$ cat config.mk
export PLATFORM = sky130hd
export DESIGN_NAME = macroblock_decoder_command_port_flat
export DESIGN_NICKNAME = d
export VERILOG_FILES = /design/src/design/mbdec_pkg.sv /design/src/design/mbdec_req_if.sv /design/src/design/mbdec_rsp_if.sv /design/src/design/mbdec_ctrl.sv /design/src/design/mbdec_dp.sv /design/src/design/macroblock_decoder_command_port.sv /design/src/flat_wrapper.sv
export SDC_FILE = /design/constraint.sdc
export NUM_CORES = 1
export LEC_CHECK = 0
export ABC_CLOCK_PERIOD_IN_PS = 6800
export BUFFER_PORTS_ARGS = -buffer_cell sky130_fd_sc_hd__buf_2
export CORE_ASPECT_RATIO = 0.75
export CORE_MARGIN = 5
export CORE_UTILIZATION = 50
export CTS_CLUSTER_DIAMETER = 80
export DETAILED_ROUTE_END_ITERATION = 8
export PLACE_DENSITY_LB_ADDON = 0.08
export SETUP_SLACK_MARGIN = 0.05
export SKIP_CTS_REPAIR_TIMING = 1
export SYNTH_ARGS = -nofsm -noshare
export SYNTH_HDL_FRONTEND = slang
export SYNTH_SLANG_ARGS = --single-unit
$ cat constraint.sdc
create_clock -name clk -period 6.8 [get_ports clk]
set_input_delay 1.36 -clock clk [delete_from_list [all_inputs] [get_ports clk]]
set_output_delay 1.36 -clock clk [all_outputs]
set_load 0.005 [all_outputs]
$ cat src/design/mbdec_pkg.sv
// ----------------------------------------------------------------------------
// mbdec_pkg
// Shared types and constants of the macroblock decoder command port.
// ----------------------------------------------------------------------------
package mbdec_pkg;

  localparam int unsigned QUANT_TABLE_BYTES   = 64;
  localparam int unsigned SCALE_TABLE_ENTRIES = 64;

  localparam int unsigned OP_W    = 2;
  localparam int unsigned WORD_W  = 32;
  localparam int unsigned PHASE_W = 2;
  localparam int unsigned RX_W    = 5;

  typedef enum logic [OP_W-1:0] {
    OP_WRITE_CMD   = 2'd0,
    OP_WRITE_CTRL  = 2'd1,
    OP_READ_DATA   = 2'd2,
    OP_READ_STATUS = 2'd3
  } op_t;

  // Command word bits 31:29; every other code is not a command.
  typedef enum logic [2:0] {
    CMD_DECODE = 3'd1,
    CMD_QUANT  = 3'd2,
    CMD_SCALE  = 3'd3
  } cmd_code_t;

  // Controller to datapath.
  typedef struct packed {
    logic load;
    logic busy;
    logic begin_cmd;
    logic param;
    logic finish_decode;
    logic ctrl_write;
    logic warm_reset;
    logic drain;
    logic status_read;
  } dp_cmd_t;

  // Datapath to controller.
  typedef struct packed {
    cmd_code_t new_code;
    logic      new_len_zero;
    logic      warm_req;
    logic      last_param;
    logic      code_is_decode;
    logic      pending_le1;
  } dp_stat_t;

endpackage

$ cat src/design/mbdec_req_if.sv
// ----------------------------------------------------------------------------
// mbdec_req_if
// Bus access channel: operation and written word.
// ----------------------------------------------------------------------------
interface mbdec_req_if;
  logic                               valid;
  logic                               ready;
  logic [mbdec_pkg::OP_W-1:0]         op;
  logic [mbdec_pkg::WORD_W-1:0]       wdata;

  modport source (output valid, output op, output wdata, input ready);
  modport sink   (input valid, input op, input wdata, output ready);
endinterface

$ cat src/design/mbdec_rsp_if.sv
// ----------------------------------------------------------------------------
// mbdec_rsp_if
// Bus response channel: read word and phase after the access.
// ----------------------------------------------------------------------------
interface mbdec_rsp_if;
  logic                               valid;
  logic                               ready;
  logic [mbdec_pkg::WORD_W-1:0]       rdata;
  logic [mbdec_pkg::PHASE_W-1:0]      phase;

  modport source (output valid, output rdata, output phase, input ready);
  modport sink   (input valid, input rdata, input phase, output ready);
endinterface

$ cat src/design/mbdec_ctrl.sv
// ----------------------------------------------------------------------------
// mbdec_ctrl
// Phase state machine and handshake control; issues datapath commands.
// ----------------------------------------------------------------------------
module mbdec_ctrl (
  input  logic                          clk,
  input  logic                          rst,
  input  logic                          req_valid,
  input  logic [mbdec_pkg::OP_W-1:0]    req_op,
  output logic                          req_ready,
  output logic                          rsp_valid,
  input  logic                          rsp_ready,
  output logic [mbdec_pkg::PHASE_W-1:0] phase,
  input  mbdec_pkg::dp_stat_t           stat,
  output mbdec_pkg::dp_cmd_t            cmd
);

  typedef enum logic [1:0] {
    ST_IDLE      = 2'd0,
    ST_PARAM     = 2'd1,
    ST_OUT_AVAIL = 2'd2,
    ST_DRAINED   = 2'd3
  } state_t;

  state_t state, state_next;
  logic   accept;

  // The response register frees up in the same cycle it is taken.
  assign req_ready = !rsp_valid || rsp_ready;
  assign accept    = req_valid && req_ready;
  assign phase     = state;

  always_comb begin
    cmd        = '0;
    cmd.load   = accept;
    cmd.busy   = (state == ST_PARAM);
    state_next = state;
    if (accept) begin
      case (mbdec_pkg::op_t'(req_op))
        mbdec_pkg::OP_WRITE_CMD: begin
          if (state == ST_PARAM) begin
            cmd.param = 1'b1;
            if (stat.last_param) begin
              cmd.finish_decode = stat.code_is_decode;
              state_next = stat.code_is_decode ? ST_OUT_AVAIL : ST_IDLE;
            end
          end else begin
            cmd.begin_cmd = 1'b1;
            case (stat.new_code)
              mbdec_pkg::CMD_DECODE: begin
                if (stat.new_len_zero) begin
                  cmd.finish_decode = 1'b1;
                  state_next = ST_OUT_AVAIL;
                end else begin
                  state_next = ST_PARAM;
                end
              end
              mbdec_pkg::CMD_QUANT,
              mbdec_pkg::CMD_SCALE: state_next = ST_PARAM;
              default:              state_next = ST_IDLE;
            endcase
          end
        end
        mbdec_pkg::OP_WRITE_CTRL: begin
          if (stat.warm_req) begin
            cmd.warm_reset = 1'b1;
            state_next = ST_IDLE;
          end else begin
            cmd.ctrl_write = 1'b1;
          end
        end
        mbdec_pkg::OP_READ_DATA: begin
          cmd.drain = 1'b1;
          if (stat.pending_le1 && state == ST_OUT_AVAIL) begin
            state_next = ST_DRAINED;
          end
        end
        mbdec_pkg::OP_READ_STATUS: cmd.status_read = 1'b1;
        default: ;
      endcase
    end
  end

  always_ff @(posedge clk) begin
    if (rst) begin
      state     <= ST_IDLE;
      rsp_valid <= 1'b0;
    end else begin
      state <= state_next;
      if (accept) begin
        rsp_valid <= 1'b1;
      end else if (rsp_ready) begin
        rsp_valid <= 1'b0;
      end
    end
  end

  a_no_accept_over_full: assert property (@(posedge clk) disable iff (rst)
    accept |-> (!rsp_valid || rsp_ready))
    else $error("word accepted while response register is held");

  a_finish_to_avail: assert property (@(posedge clk) disable iff (rst)
    cmd.finish_decode |=> state == ST_OUT_AVAIL)
    else $error("finished decode did not make output available");

  a_drained_from_avail: assert property (@(posedge clk) disable iff (rst)
    (state == ST_DRAINED && $past(state) != ST_DRAINED) |-> $past(state) == ST_OUT_AVAIL)
    else $error("drained phase entered from a phase other than output available");

endmodule

$ cat src/design/mbdec_dp.sv
// ----------------------------------------------------------------------------
// mbdec_dp
// Counters, status word, response data register and coefficient tables.
// ----------------------------------------------------------------------------
module mbdec_dp #(
  parameter int unsigned QUANT_TABLE_BYTES   = mbdec_pkg::QUANT_TABLE_BYTES,
  parameter int unsigned SCALE_TABLE_ENTRIES = mbdec_pkg::SCALE_TABLE_ENTRIES
) (
  input  logic                         clk,
  input  logic                         rst,
  input  logic [mbdec_pkg::WORD_W-1:0] wdata,
  input  mbdec_pkg::dp_cmd_t           cmd,
  output mbdec_pkg::dp_stat_t          stat,
  output logic [mbdec_pkg::WORD_W-1:0] rdata
);

  // Quant bytes are stored as one stream: luma first, then chroma.
  localparam int unsigned QUANT_BYTES = 2 * QUANT_TABLE_BYTES;
  localparam int unsigned QROWS       = (QUANT_BYTES + 3) / 4;
  localparam int unsigned QAW         = $clog2(QROWS);
  localparam int unsigned SROWS       = (SCALE_TABLE_ENTRIES + 1) / 2;
  localparam int unsigned SAW         = $clog2(SROWS);

  localparam logic [13:0] WORDS_CAP = 14'h2000;

  logic [15:0]                  words_remaining;
  logic [mbdec_pkg::RX_W-1:0]   words_received;
  mbdec_pkg::cmd_code_t         code;
  logic [13:0]                  decode_words;
  logic [13:0]                  pending;
  logic [1:0]                   output_depth;
  logic                         output_signed;
  logic                         output_set_bit15;
  logic                         dma_in_enable;
  logic                         dma_out_enable;
  logic [15:0]                  low_override;

  logic                         clear;
  logic [2:0]                   current_block;
  logic [mbdec_pkg::WORD_W-1:0] status_word;
  logic [13:0]                  new_words;
  logic                         quant_we;
  logic                         scale_we;

  logic [3:0][7:0]              quant_mem [QROWS];
  logic [1:0][15:0]             scale_mem [SROWS];
  logic [QROWS-1:0]             quant_vld;
  logic [SROWS-1:0]             scale_vld;

  function automatic logic [13:0] placeholder_words(input logic [15:0] len,
                                                    input logic [1:0]  depth);
    logic [16:0] n;
    logic [16:0] aligned;
    logic [18:0] words;
    logic [13:0] capped;
    logic [13:0] floor_w;
    n       = (len == 16'd0) ? 17'd1 : {1'b0, len};
    aligned = (n + 17'h1F) & ~17'h1F;
    words   = {aligned, 2'b00};
    capped  = (words > 19'(WORDS_CAP)) ? WORDS_CAP : words[13:0];
    case (depth)
      2'd0:    floor_w = 14'd8;
      2'd1:    floor_w = 14'd16;
      2'd2:    floor_w = 14'd192;
      default: floor_w = 14'd128;
    endcase
    return (capped > floor_w) ? capped : floor_w;
  endfunction

  assign clear         = rst || cmd.warm_reset;
  assign current_block = (output_depth <= 2'd1) ? 3'd4 : 3'd0;
  assign new_words     = placeholder_words(wdata[15:0], wdata[28:27]);

  assign stat.new_code       = mbdec_pkg::cmd_code_t'(wdata[31:29]);
  assign stat.new_len_zero   = (wdata[15:0] == 16'd0);
  assign stat.warm_req       = wdata[31];
  assign stat.last_param     = (words_remaining == 16'd1);
  assign stat.code_is_decode = (code == mbdec_pkg::CMD_DECODE);
  assign stat.pending_le1    = (pending <= 14'd1);

  always_comb begin
    status_word        = '0;
    status_word[31]    = (pending == 14'd0);
    status_word[30]    = cmd.busy && (words_remaining <= 16'd1);
    status_word[29]    = cmd.busy;
    status_word[28]    = dma_in_enable && cmd.busy;
    status_word[27]    = dma_out_enable && (pending != 14'd0);
    status_word[26:25] = output_depth;
    status_word[24]    = output_signed;
    status_word[23]    = output_set_bit15;
    status_word[18:16] = current_block;
    status_word[15:0]  = cmd.busy ? (words_remaining - 16'd1) : low_override;
  end

  always_ff @(posedge clk) begin
    if (clear) begin
      words_remaining  <= '0;
      words_received   <= '0;
      code             <= mbdec_pkg::CMD_DECODE;
      decode_words     <= '0;
      pending          <= '0;
      output_depth     <= '0;
      output_signed    <= 1'b0;
      output_set_bit15 <= 1'b0;
      dma_in_enable    <= 1'b0;
      dma_out_enable   <= 1'b0;
      low_override     <= rst ? 16'hFFFF : 16'h0000;
    end else begin
      if (cmd.begin_cmd) begin
        code             <= stat.new_code;
        words_received   <= '0;
        output_depth     <= wdata[28:27];
        output_signed    <= wdata[26];
        output_set_bit15 <= wdata[25];
        decode_words     <= new_words;
        pending          <= cmd.finish_decode ? new_words : 14'd0;
        case (stat.new_code)
          mbdec_pkg::CMD_DECODE: begin
            words_remaining <= wdata[15:0];
            low_override    <= 16'hFFFF;
          end
          mbdec_pkg::CMD_QUANT: begin
            words_remaining <= wdata[0] ? 16'd32 : 16'd16;
            low_override    <= 16'hFFFF;
          end
          mbdec_pkg::CMD_SCALE: begin
            words_remaining <= 16'd32;
            low_override    <= 16'hFFFF;
          end
          default: begin
            words_remaining <= '0;
            low_override    <= wdata[15:0];
          end
        endcase
      end
      if (cmd.param) begin
        words_received  <= words_received + 1'b1;
        words_remaining <= words_remaining - 16'd1;
        if (cmd.finish_decode) begin
          pending <= decode_words;
        end
      end
      if (cmd.ctrl_write) begin
        dma_in_enable  <= wdata[30];
        dma_out_enable <= wdata[29];
      end
      // Count down on data reads; hold at zero.
      if (cmd.drain && pending != 14'd0) begin
        pending <= pending - 14'd1;
      end
    end
  end

  always_ff @(posedge clk) begin
    if (cmd.load) begin
      rdata <= cmd.status_read ? status_word : '0;
    end
  end

  assign quant_we = cmd.param && (code == mbdec_pkg::CMD_QUANT);
  assign scale_we = cmd.param && (code == mbdec_pkg::CMD_SCALE);

  // Table rows: byte and halfword enables drop anything past the table end.
  always_ff @(posedge clk) begin
    if (quant_we) begin
      for (int b = 0; b < 4; b++) begin
        if (32'({words_received, 2'(b)}) < QUANT_BYTES) begin
          quant_mem[QAW'(words_received)][b] <= wdata[8*b +: 8];
        end
      end
    end
    if (scale_we) begin
      for (int h = 0; h < 2; h++) begin
        if (32'({words_received, 1'(h)}) < SCALE_TABLE_ENTRIES) begin
          scale_mem[SAW'(words_received)][h] <= wdata[16*h +: 16];
        end
      end
    end
  end

  // Row valid bits: set when a table row is written, cleared by reset and warm reset.
  always_ff @(posedge clk) begin
    if (clear) begin
      quant_vld <= '0;
      scale_vld <= '0;
    end else begin
      if (quant_we && 32'(words_received) < QROWS) begin
        quant_vld[QAW'(words_received)] <= 1'b1;
      end
      if (scale_we && 32'(words_received) < SROWS) begin
        scale_vld[SAW'(words_received)] <= 1'b1;
      end
    end
  end

  a_busy_has_words: assert property (@(posedge clk) disable iff (rst)
    cmd.busy |-> words_remaining != 16'd0)
    else $error("parameter phase with no words remaining");

  a_no_output_while_busy: assert property (@(posedge clk) disable iff (rst)
    pending != 14'd0 |-> !cmd.busy)
    else $error("output words pending while awaiting parameters");

endmodule

$ cat src/design/macroblock_decoder_command_port.sv
// ----------------------------------------------------------------------------
// macroblock_decoder_command_port
// Register front end of a macroblock decoder: command, parameter and
// control writes, data and status reads.
// ----------------------------------------------------------------------------
// Response word: registered, valid in the cycle after its access is accepted.
// Throughput: one access per cycle; the single response register sets it, and
// a held response blocks the next access until it is taken.
// Reset: rst clears all control state and the table valid bits at once (no
// clearing pass); a bit-31 control write does so too but zeroes status[15:0].
module macroblock_decoder_command_port #(
  parameter int unsigned QUANT_TABLE_BYTES   = mbdec_pkg::QUANT_TABLE_BYTES,
  parameter int unsigned SCALE_TABLE_ENTRIES = mbdec_pkg::SCALE_TABLE_ENTRIES
) (
  input logic          clk,
  input logic          rst,
  mbdec_req_if.sink    bus_req,
  mbdec_rsp_if.source  bus_rsp
);

  mbdec_pkg::dp_cmd_t  cmd;
  mbdec_pkg::dp_stat_t stat;

  mbdec_ctrl u_ctrl (
    .clk       (clk),
    .rst       (rst),
    .req_valid (bus_req.valid),
    .req_op    (bus_req.op),
    .req_ready (bus_req.ready),
    .rsp_valid (bus_rsp.valid),
    .rsp_ready (bus_rsp.ready),
    .phase     (bus_rsp.phase),
    .stat      (stat),
    .cmd       (cmd)
  );

  mbdec_dp #(
    .QUANT_TABLE_BYTES   (QUANT_TABLE_BYTES),
    .SCALE_TABLE_ENTRIES (SCALE_TABLE_ENTRIES)
  ) u_dp (
    .clk   (clk),
    .rst   (rst),
    .wdata (bus_req.wdata),
    .cmd   (cmd),
    .stat  (stat),
    .rdata (bus_rsp.rdata)
  );

endmodule

$ cat src/flat_wrapper.sv
// flat-port wrapper written by rule: the top's interface ports become plain ports
module macroblock_decoder_command_port_flat 
#(
  parameter int unsigned QUANT_TABLE_BYTES   = mbdec_pkg::QUANT_TABLE_BYTES,
  parameter int unsigned SCALE_TABLE_ENTRIES = mbdec_pkg::SCALE_TABLE_ENTRIES
)
  (clk, rst, bus_req_valid, bus_req_op, bus_req_wdata, bus_req_ready, bus_rsp_valid, bus_rsp_rdata, bus_rsp_phase, bus_rsp_ready);
  mbdec_req_if bus_req_i ();
  mbdec_rsp_if bus_rsp_i ();
  input logic clk;
  input logic rst;
  input wire logic [$bits(bus_req_i.valid)-1:0] bus_req_valid;
  input wire logic [$bits(bus_req_i.op)-1:0] bus_req_op;
  input wire logic [$bits(bus_req_i.wdata)-1:0] bus_req_wdata;
  output wire logic [$bits(bus_req_i.ready)-1:0] bus_req_ready;
  output wire logic [$bits(bus_rsp_i.valid)-1:0] bus_rsp_valid;
  output wire logic [$bits(bus_rsp_i.rdata)-1:0] bus_rsp_rdata;
  output wire logic [$bits(bus_rsp_i.phase)-1:0] bus_rsp_phase;
  input wire logic [$bits(bus_rsp_i.ready)-1:0] bus_rsp_ready;
  assign bus_req_i.valid = bus_req_valid;
  assign bus_req_i.op = bus_req_op;
  assign bus_req_i.wdata = bus_req_wdata;
  assign bus_req_ready = bus_req_i.ready;
  assign bus_rsp_valid = bus_rsp_i.valid;
  assign bus_rsp_rdata = bus_rsp_i.rdata;
  assign bus_rsp_phase = bus_rsp_i.phase;
  assign bus_rsp_i.ready = bus_rsp_ready;
  macroblock_decoder_command_port #(.QUANT_TABLE_BYTES(QUANT_TABLE_BYTES), .SCALE_TABLE_ENTRIES(SCALE_TABLE_ENTRIES)) u_core (.clk(clk), .rst(rst), .bus_req(bus_req_i), .bus_rsp(bus_rsp_i));
endmodule
==> impl_metrics.tcl <==
set metrics [dict create \
    io_pins 74 \
    drv_cap 0 \
    die_w_um 125 \
    yosysTopAreaCellShare_pct 25.3 \
    total_power_mw 1.41 \
    wl_per_cell_um 18.0 \
    relSlewSlack_pct 18.0 \
    drive_above_1_share_pct 14.7 \
    overflow 0 \
    drt-vias-per-instance 5.97 \
    track_usage_pct 22.7 \
    tightest_slew_ns 1.23 \
    cts_buffer_depth 2 \
    powerDensity_mw_per_mm2 250 \
    power_leakage_nw 2.20 \
    fin_skew_ns 0.00784 \
    r2r-start "u_core.u_ctrl.phase[1]" \
    timing.final.crit_share_pct 56.6 \
    start_util_pct 51.4 \
    routed_wl_um 13500 \
    area_delta_synth_final_pct 13.0 \
    criticalPathCategory "in2reg" \
    critPathMaxStageDelay_ns 0.63 \
    die_area_mm2 0.0121 \
    clkSlewWorstSetupHoldPaths_ns 0.07 \
    route.detailed.drc 0 \
    cp-end-kind "register" \
    vias 4475 \
    critPathSlowestCell "or2_2" \
    status "complete, no violations" \
    yosys.area.top_type "edfxtp_1" \
    synthTopCellsByArea "edfxtp_1 25%, dfxtp_1 21%, a21oi_1 5.9%" \
    postSynthAreaPerCell_um2 8.69 \
    timing.fmax_mhz 260 \
    clockRootBuffer "clkbuf_16" \
    placedCellCount 734 \
    finalMaxSlewViolations 0 \
    startpoint_type "primary input" \
    rsz0062_at_grt "false" \
    cts-buffers-inserted 9 \
    final_cells 750 \
    grt_max_degree 33 \
    nets 661 \
    setup_viol 0 \
    path_cells "buf_2 -> inv_1 -> ha_1 -> and4_1 -> buf_4 -> or2_2 -> nor2_1 -> inv_1" \
    whs_path_depth 2 \
    fin_crit_ns 3.85 \
    rows 31 \
    seq_area_frac_synth_pct 46.2 \
    hpwl_um 9430 \
    antennaDiodeCount 0 \
    yosysWarnings 0 \
    core-area_mm2 0.00970 \
    finalHoldViolCount 0 \
    crit_required_ns 6.78 \
    synth-seq-cells 94 \
    hold_path_class "reg2reg" \
    synth_edf_count 42 \
    setup_tns_ns 0 \
    postRouteAntennaNets 0 \
    critPathLaunch "bus_req_op[1]" \
    dr.pass1.iters 5 \
    synthFlopType "dfxtp_1" \
    drtIter0Drc 357 \
    gp_congestion 0.921 \
    worstPathArrival_ns 3.82 \
    postSynthCellCount 573 \
    io_buffer_count 58 \
    grt_pass1_vias 3959 \
    synth_cell_type_count 56 \
    fill_cells 885 \
    crit_top_cell "inv_1" \
    synth_area_mm2 0.00498 \
    ir_drop_mv 0.157 \
    grt_antenna_before_repair 0 \
    async_flop_share_pct 0 \
    clock_sinks 94 \
    die-height_um 96.4 \
    cts_tree "built" \
    clk_latency_ns 0.34 \
    htreeDepth 3 \
    worst-path-max-fanout 32 \
    grt_pass1_wl_um 21300 \
    final_util_pct 58.0 \
    r2r_cells 5 \
    hold_start "u_core.u_dp.output_set_bit15" \
]
[worst paths after layout]
kind	end	slack (ns)
worst max-delay path	u_core.u_dp.low_override[4]	2.95
worst min-delay path	u_core.u_dp.output_set_bit15	0.46
worst max register to register	u_core.u_dp.decode_words[8]	3.51
worst min register to register	u_core.u_dp.output_set_bit15	0.46
[sequential cells by signal (all words and copies together) (netlist names)]
name	cells
u_core.u_dp.low_override	16
u_core.u_dp.output_signed	1
u_core.u_dp.dma_in_enable	1
u_core.u_dp.output_set_bit15	1
u_core.u_ctrl.rsp_valid	1
u_core.u_dp.rdata	26
u_core.u_dp.words_remaining	16
u_core.u_dp.output_depth	2
u_core.u_dp.code	3
u_core.u_ctrl.phase	2
u_core.u_dp.pending	14
u_core.u_dp.dma_out_enable	1
u_core.u_dp.decode_words	10
[report_power, final]
| group | total [mW] | switching [mW] | internal [mW] | leakage, nW |
|---|---|---|---|---|
| logic | 0.262 | 0.169 | 0.0927 | 1.24 |
| registers | 0.639 | 0.0189 | 0.620 | 0.824 |
| clock network | 0.508 | 0.213 | 0.295 | 0.134 |
[per-layer routing]
layer | part of all wire [%] | GRT usage (%)
met1 | 47 | 33.6
met2 | 42 | 33.8
met3 | 9.2 | 4.56
met4 | 1.6 | 6.41
met5 | 0 | 0
[worst max-delay path: cells and delay by family]
kind / cells / cell delay, ns
adder cells (fa/ha/maj): 1 / 0.29
AND/OR/NAND/NOR: 3 / 1.10
buffers and inverters: 4 / 1.04
[through the flow]
step | worst slack, ns | hold WS [ns] | area [um^2]
floorplan | 3.31 | 0.425 | 5000
global placement | 2.64 | 0.436 | 5320
detailed placement | 2.60 | 0.447 | 5320
CTS | 2.96 | 0.457 | 5630
global route | 2.74 | 0.472 | 5630
finish | 2.95 | 0.456 | 5630
[cells in the final DEF (no fill, tap or decap), types with 3 or more instances in the layout]
| cell | instances |
|---|---|
| nand2_1 | 72 |
| nor2_1 | 66 |
| a21oi_1 | 59 |
| buf_2 | 58 |
| dfxtp_1 | 52 |
| edfxtp_1 | 42 |
| o21ai_0 | 36 |
| o21bai_1 | 18 |
| nor3_1 | 16 |
| inv_1 | 15 |
| a211oi_1 | 13 |
| xor2_1 | 13 |
| nand3_1 | 12 |
| and2_1 | 11 |
| ha_1 | 10 |
| xnor2_1 | 9 |
| nand4_1 | 9 |
| clkbuf_16 | 9 |
| nor4_1 | 8 |
| a31oi_1 | 7 |
| conb_1 | 6 |
| nand3b_1 | 5 |
| and3_1 | 5 |
| buf_4 | 5 |
| a221oi_1 | 4 |
| or4_1 | 4 |
| nor3b_1 | 4 |
| clkinvlp_4 | 4 |
| and4_1 | 3 |
| nand2b_1 | 3 |
| a22oi_1 | 3 |
[synthesized netlist by cell type, drive strengths merged (2+ instances only)]
library cell / instances
a211oi: 14
a21o: 2
a21oi: 59
a221oi: 4
a22oi: 3
a31oi: 7
and2: 11
and3: 5
and4: 3
buf: 10
clkbuf: 29
dfxtp: 52
edfxtp: 42
ha: 10
inv: 15
nand2: 72
nand2b: 3
nand3: 12
nand3b: 5
nand4: 9
nor2: 68
nor3: 18
nor3b: 4
nor4: 10
o211ai: 2
o21ai: 36
o21bai: 18
o31ai: 2
o41ai: 2
or2: 2
or4: 6
xnor2: 9
xor2: 13
[area by class of cell]
class | count | area (um^2) | area share (%)
clock inverters | 5 | 60.1 | 1.07
repair buffers | 63 | 328 | 5.83
clock buffers | 11 | 243 | 4.31
multi-input cells | 430 | 2470 | 43.9
well taps | 132 | 165 | 2.94
inverters | 15 | 56.3 | 1.00
flip-flops and latches | 94 | 2300 | 40.9
[logic make-up (layout without fill, tap and decap cells)]
kind of cell    Yosys count  after routing  synth area share [%]
compound gates          158            158                  19.4
xor+xnor                 22             22                  3.87
fa+ha+maj                10             10                  2.51
buf+inv                  54             94                  4.57
flops                    94             94                  46.2
other cells               1              6                0.0753
simple gates            234            234                  23.4
Note: power is estimated with default switching activity, not from simulation.
